--- src/rtl/pei_pkg.sv ---
//------------------------------------------------------------------------------
// pei_pkg
// shared constants, opcodes and the multiplier request type for the integrator
//------------------------------------------------------------------------------
`default_nettype none
package pei_pkg;
	localparam int FRAC_BITS = 16;
	localparam int TAYLOR_TERMS = 12;
	localparam logic [31:0] LN2_Q30 = 32'd744261118;

	localparam logic [2:0] OP_FORCE = 3'd0;
	localparam logic [2:0] OP_INTEG = 3'd1;
	localparam logic [2:0] OP_LDPOS = 3'd2;
	localparam logic [2:0] OP_LDVEL = 3'd3;
	localparam logic [2:0] OP_REMOVE = 3'd4;

	localparam logic [2:0] REG_IMASS = 3'd0;
	localparam logic [2:0] REG_DAMP = 3'd1;
	localparam logic [2:0] REG_LIFE = 3'd2;
	localparam logic [2:0] REG_SSL = 3'd3;
	localparam logic [2:0] REG_SKNOWN = 3'd4;
	localparam logic [2:0] REG_AX = 3'd5;
	localparam logic [2:0] REG_AY = 3'd6;
	localparam logic [2:0] REG_AZ = 3'd7;

	typedef struct packed {
		logic signed [33:0] a;
		logic signed [33:0] b;
	} mul_req_t;

	// reciprocals for the taylor divide by k, 2^32/k rounded up (floor of
	// term*recip >> 32 equals term/k for the term range used: term < 2^30)
	function automatic logic [35:0] recip_k(input logic [3:0] k);
		case (k)
			4'd1: recip_k = 36'd4294967296;
			4'd2: recip_k = 36'd2147483648;
			4'd3: recip_k = 36'd1431655766;
			4'd4: recip_k = 36'd1073741824;
			4'd5: recip_k = 36'd858993460;
			4'd6: recip_k = 36'd715827883;
			4'd7: recip_k = 36'd613566757;
			4'd8: recip_k = 36'd536870912;
			4'd9: recip_k = 36'd477218589;
			4'd10: recip_k = 36'd429496730;
			4'd11: recip_k = 36'd390451573;
			4'd12: recip_k = 36'd357913942;
			default: recip_k = 36'd0;
		endcase
	endfunction
endpackage
`default_nettype wire

--- src/rtl/pei_mul.sv ---
//------------------------------------------------------------------------------
// pei_mul
// shared registered signed 34x34 multiplier, product in the cycle after the request
//------------------------------------------------------------------------------
`default_nettype none
module pei_mul
	import pei_pkg::*;
(
	input  wire logic        clk,
	input  wire mul_req_t    req,
	output logic signed [67:0] prod
);
	always_ff @(posedge clk) begin
		prod <= req.a * req.b;
	end
endmodule
`default_nettype wire

--- config.mk ---
export PLATFORM = sky130hd
export DESIGN_NAME = pei_mul
export DESIGN_NICKNAME = d
export VERILOG_FILES = /design/src/rtl/pei_pkg.sv /design/src/rtl/pei_mul.sv
export SDC_FILE = /design/constraint.sdc
export NUM_CORES = 2
export LEC_CHECK = 0
export BUFFER_PORTS_ARGS = -buffer_cell sky130_fd_sc_hd__buf_2
export CAP_MARGIN = 20
export CORE_MARGIN = 4
export CORE_UTILIZATION = 25
export CTS_CLUSTER_DIAMETER = 80
export DETAILED_ROUTE_END_ITERATION = 6
export GPL_TIMING_DRIVEN = 1
export PLACE_DENSITY_LB_ADDON = 0.3
export REMOVE_ABC_BUFFERS = 1
export SYNTH_ARGS = -nofsm -noshare
export SYNTH_HDL_FRONTEND = slang
export SYNTH_SLANG_ARGS = --single-unit
--- constraint.sdc ---
create_clock -name clk -period 10.5 [get_ports clk]
set_input_delay 2.625 -clock clk [delete_from_list [all_inputs] [get_ports clk]]
set_output_delay 2.625 -clock clk [all_outputs]
set_load 0.01 [all_outputs]
== Word-level counts from Yosys, hierarchy flattened ==
Cells that the tools add are included.

* $mul: 1

{| class="wikitable"
|+ Operators with widths
! operator !! number
|-
| $mul 34x34->68 || 1
|}

* Input port bits: 69
* Register bits: 68
* Logic and storage cells: 2
* Output and inout bits: 68

== Depth between registers and ports, before layout ==
* Depth in word-level cells: 1
* Depth in mapped cells: 31
* Depth with buffers taken out: 29

== Least setup slack after synthesis ==
OpenSTA, ideal clock, no wires.

* Path kind: input to register
* Start: in req[67] (netlist bit)
* End: reg prod[65]
* Slack: 385 ps
* Buffers on the path: 2
* Stages on the path: 24
* Library setup time: 72 ps
* Data arrival time: 10043 ps
* Required time: 10428 ps
* Path through: clkbuf_1 -> nand2_1 -> inv_1 -> fa_1 -> fa_1 -> fa_1 -> fa_1 -> inv_1 -> fa_1 -> fa_1 -> fa_1 -> fa_1 -> inv_1 -> ha_1 -> clkdlybuf4s50_2 -> nand3_1 -> or2_2 -> nor2_1 -> a221oi_1 -> o21ai_0 -> a31oi_2 -> nor2_2 -> o41ai_2 -> xnor2_1

* Cells in the longest elaborated chain, start to end: 1

{| class="wikitable"
|+ Ends and longest elaborated chain
! element !! RTL line !! RTL
|-
| start, declared || pei_mul.sv:10 || <nowiki>input wire mul_req_t req,</nowiki>
|-
| $mul 34x34->68 || pei_mul.sv:14 || <nowiki>prod <= req.a * req.b;</nowiki>
|-
| end signal, assigned || pei_mul.sv:14 ||
|-
| end, declared || pei_mul.sv:11 || <nowiki>output logic signed [67:0] prod</nowiki>
|}

Every way passes these cells.

== Worst setup path after layout ==
* Start: in req[21] (netlist bit)
* End: reg prod[66]

The elaborated chain is that of the path after synthesis.

==> out/metrics.yaml <==
drt_wl_total_mm: 123
place_ws_ns: -0.470
syn-cell-area_um2: 43000
start_kind: "input pin"
clk_path_buf_depth: 2
area_growth_pct: 9.85
ctsHoldBuffers: 0
seqCellArea_um2: 1360
numPortBuffers: 136
htree_num_levels: 3
multiInputGateArea_um2: 36200
cpMostUsedCell: "fa_1"
drt_iter0_drc: 1453
relSlewSlack_pct: 44.9
fillers: 18270
yosys.area.top_type: "fa_1"
synth.distinct_cells: 69
regMostFlops: "prod"
antenna_left: 0
drv_slew: 0
grt_pass1_vias: 33375
final_layout_size_suffix_gt1_share_pct: 7.38
tightest_slew_ns: 0.826
vias: 29509
period_minus_slack_ns: 10.18
ios: 137
critical_path_class: "in -> reg"
viasPerCell: 4.26
synth_top_flop_cell: "dfxtp_1"
antenna_found_initial: 10
fin_crit_sh_pct: 96.9
start_util_pct: 25.3
maxCapViolCount: 0
layout_setup_ws_ns: 0.321
cp_max_fo: 24
largestRegisters: "prod (68)"
cts_tree: "yes"
largest_register_ffs: 68
rows: 151
cp_top_family: "adder cells"
synth_edf_count: 0
async_flop_share_pct: 0
arrival_ns: 10.50
setup_violations: 0
seq_area_frac_synth_pct: 3.16
cts_made_buffers: 9
ys_ff_latch: 68
place_hpwl_mm: 109
yosysWarnings: 0
finalHoldViolations: 0
final_net_count: 6141
max_stage_delay_ns: 0.66
cts_num_sinks: 68
fp.coreArea_um2: 170000
post_drt_wl_per_cell_um: 17.8
slowest_stage: "fa_1"
avgSynthCellArea_um2: 9.45
final_area_um2: 47300
die_w_um: 423
path_clk_slew_ns: 0.06
drcViolationCount: 0
synthCells: 4554
grt-ovfl-total: 0
drt_first_pass_iters: 5
hold_class: "in -> reg"
die_h_um: 423
fin_hold_ws_ns: 2.96
die-area_um2: 179000
grt_pass1_wl_mm: 196
cp-end-kind: "flop"
critical_path_buf_inv_count: 7
grt_usage_pct: 14.3
status: "finished, final reports clean"
fmax_mhz: 98.2
synth_top_area_share_pct: 57.7
cts-root-buf: "clkbuf_16"
synthTopCellsByArea: "fa_1 58%, inv_1 11%, and2_1 9.0%, ha_1 5.9%, nand2_1 4.7%"
grt_max_degree: 35
finalWeightedCongestion: 0.833
required_ns: 10.82
post_dp_cell_area_um2: 46900
## final timing paths
| kind | start | end | slack, ns | depth (start not counted) |
|---|---|---|---|---|
| worst max-delay path | req[21] | prod[66] | 0.32 | 26 |
| worst min-delay path | req[0] | prod[0] | 2.96 | 3 |
## synthesized netlist by cell type, types with 3 or more instances
cell type,instances
clkbuf_1,214
o41ai_2,3
o41ai_1,3
and2_1,621
a21oi_1,61
nand3_1,11
ha_1,204
o21a_1,4
o21ai_1,7
fa_1,1241
a221oi_1,3
or2_2,4
nand4_1,11
nor2_1,54
a21o_1,37
and3_1,5
buf_4,4
dfxtp_1,68
a31oi_1,7
nor2b_1,9
nor3_1,5
a211oi_1,6
o211ai_1,3
nand2b_1,20
nand2_1,542
o21ai_0,31
o21bai_1,12
xor2_1,23
and3_2,3
inv_1,1231
xnor2_1,56
## metrics by stage
| stage | cells | setup TNS (ns) | utilization [%] |
|---|---|---|---|
| after floorplan | 4326 | 0 | - |
| after global placement | 6909 | -1.03 | 27.5 |
| after detailed placement | 6909 | -0.969 | 27.5 |
| after CTS | 6925 | 0 | 27.7 |
| after global routing | 6930 | -0.0168 | 27.8 |
| final | 6932 | 0 | 27.8 |
## cells in the final DEF (no fill, tap or decap), types with 6 or more instances in the layout
master,n
nand3_1,11
o21ai_1,7
and2_1,621
nand2b_1,20
inv_1,1231
buf_2,128
a21oi_1,61
a211oi_1,6
o21ai_0,31
dfxtp_1,68
clkbuf_4,7
xnor2_1,56
ha_1,204
a31oi_1,7
fa_1,1239
o21bai_1,12
nand2_1,542
a21o_1,37
xor2_1,23
nand4_1,11
nor2b_1,9
buf_4,150
clkbuf_16,9
nor2_1,54
## cells by family (layout without fill, tap and decap cells)
group / Yosys count / after routing / share of synthesized area, %
fa+ha+maj: 1445 / 1445 / 63.7
flops: 68 / 68 / 3.16
other cells: 0 / 5 / 0
buf+inv: 1460 / 1538 / 12.8
xor+xnor: 79 / 79 / 1.61
simple gates: 1296 / 1296 / 15.4
compound gates: 206 / 206 / 3.35
## routing by layer
metal  share of wire [%]  vias to the layer above  wire [um]  global-route usage, %
li1                    -                    12934          -                      -
met1                  39                    15830      48000                   17.1
met2                  54                      609      66500                   26.5
met3                 4.3                      136       5300                   2.07
met4                 2.9                        0       3550                   4.00
met5                   0                        -          0                      0
## repair_timing
item	in CTS	in global routing
setup buffers	0	1
endpoints found under the setup margin	1	3
resized for setup	1	11
## area by class of cell
| type | instances | area share (%) |
|---|---|---|
| flip-flops and latches | 68 | 2.88 |
| inverters | 1232 | 9.78 |
| multi-input cells | 3026 | 76.5 |
| clock buffers | 10 | 0.506 |
| repair buffers | 290 | 4.08 |
| clock inverters | 6 | 0.151 |
| diodes | 5 | 0.0265 |
| well taps | 2295 | 6.08 |
Power is not shown: default switching activity piles up to over one toggle a cycle in this logic, so the estimate is an artifact.
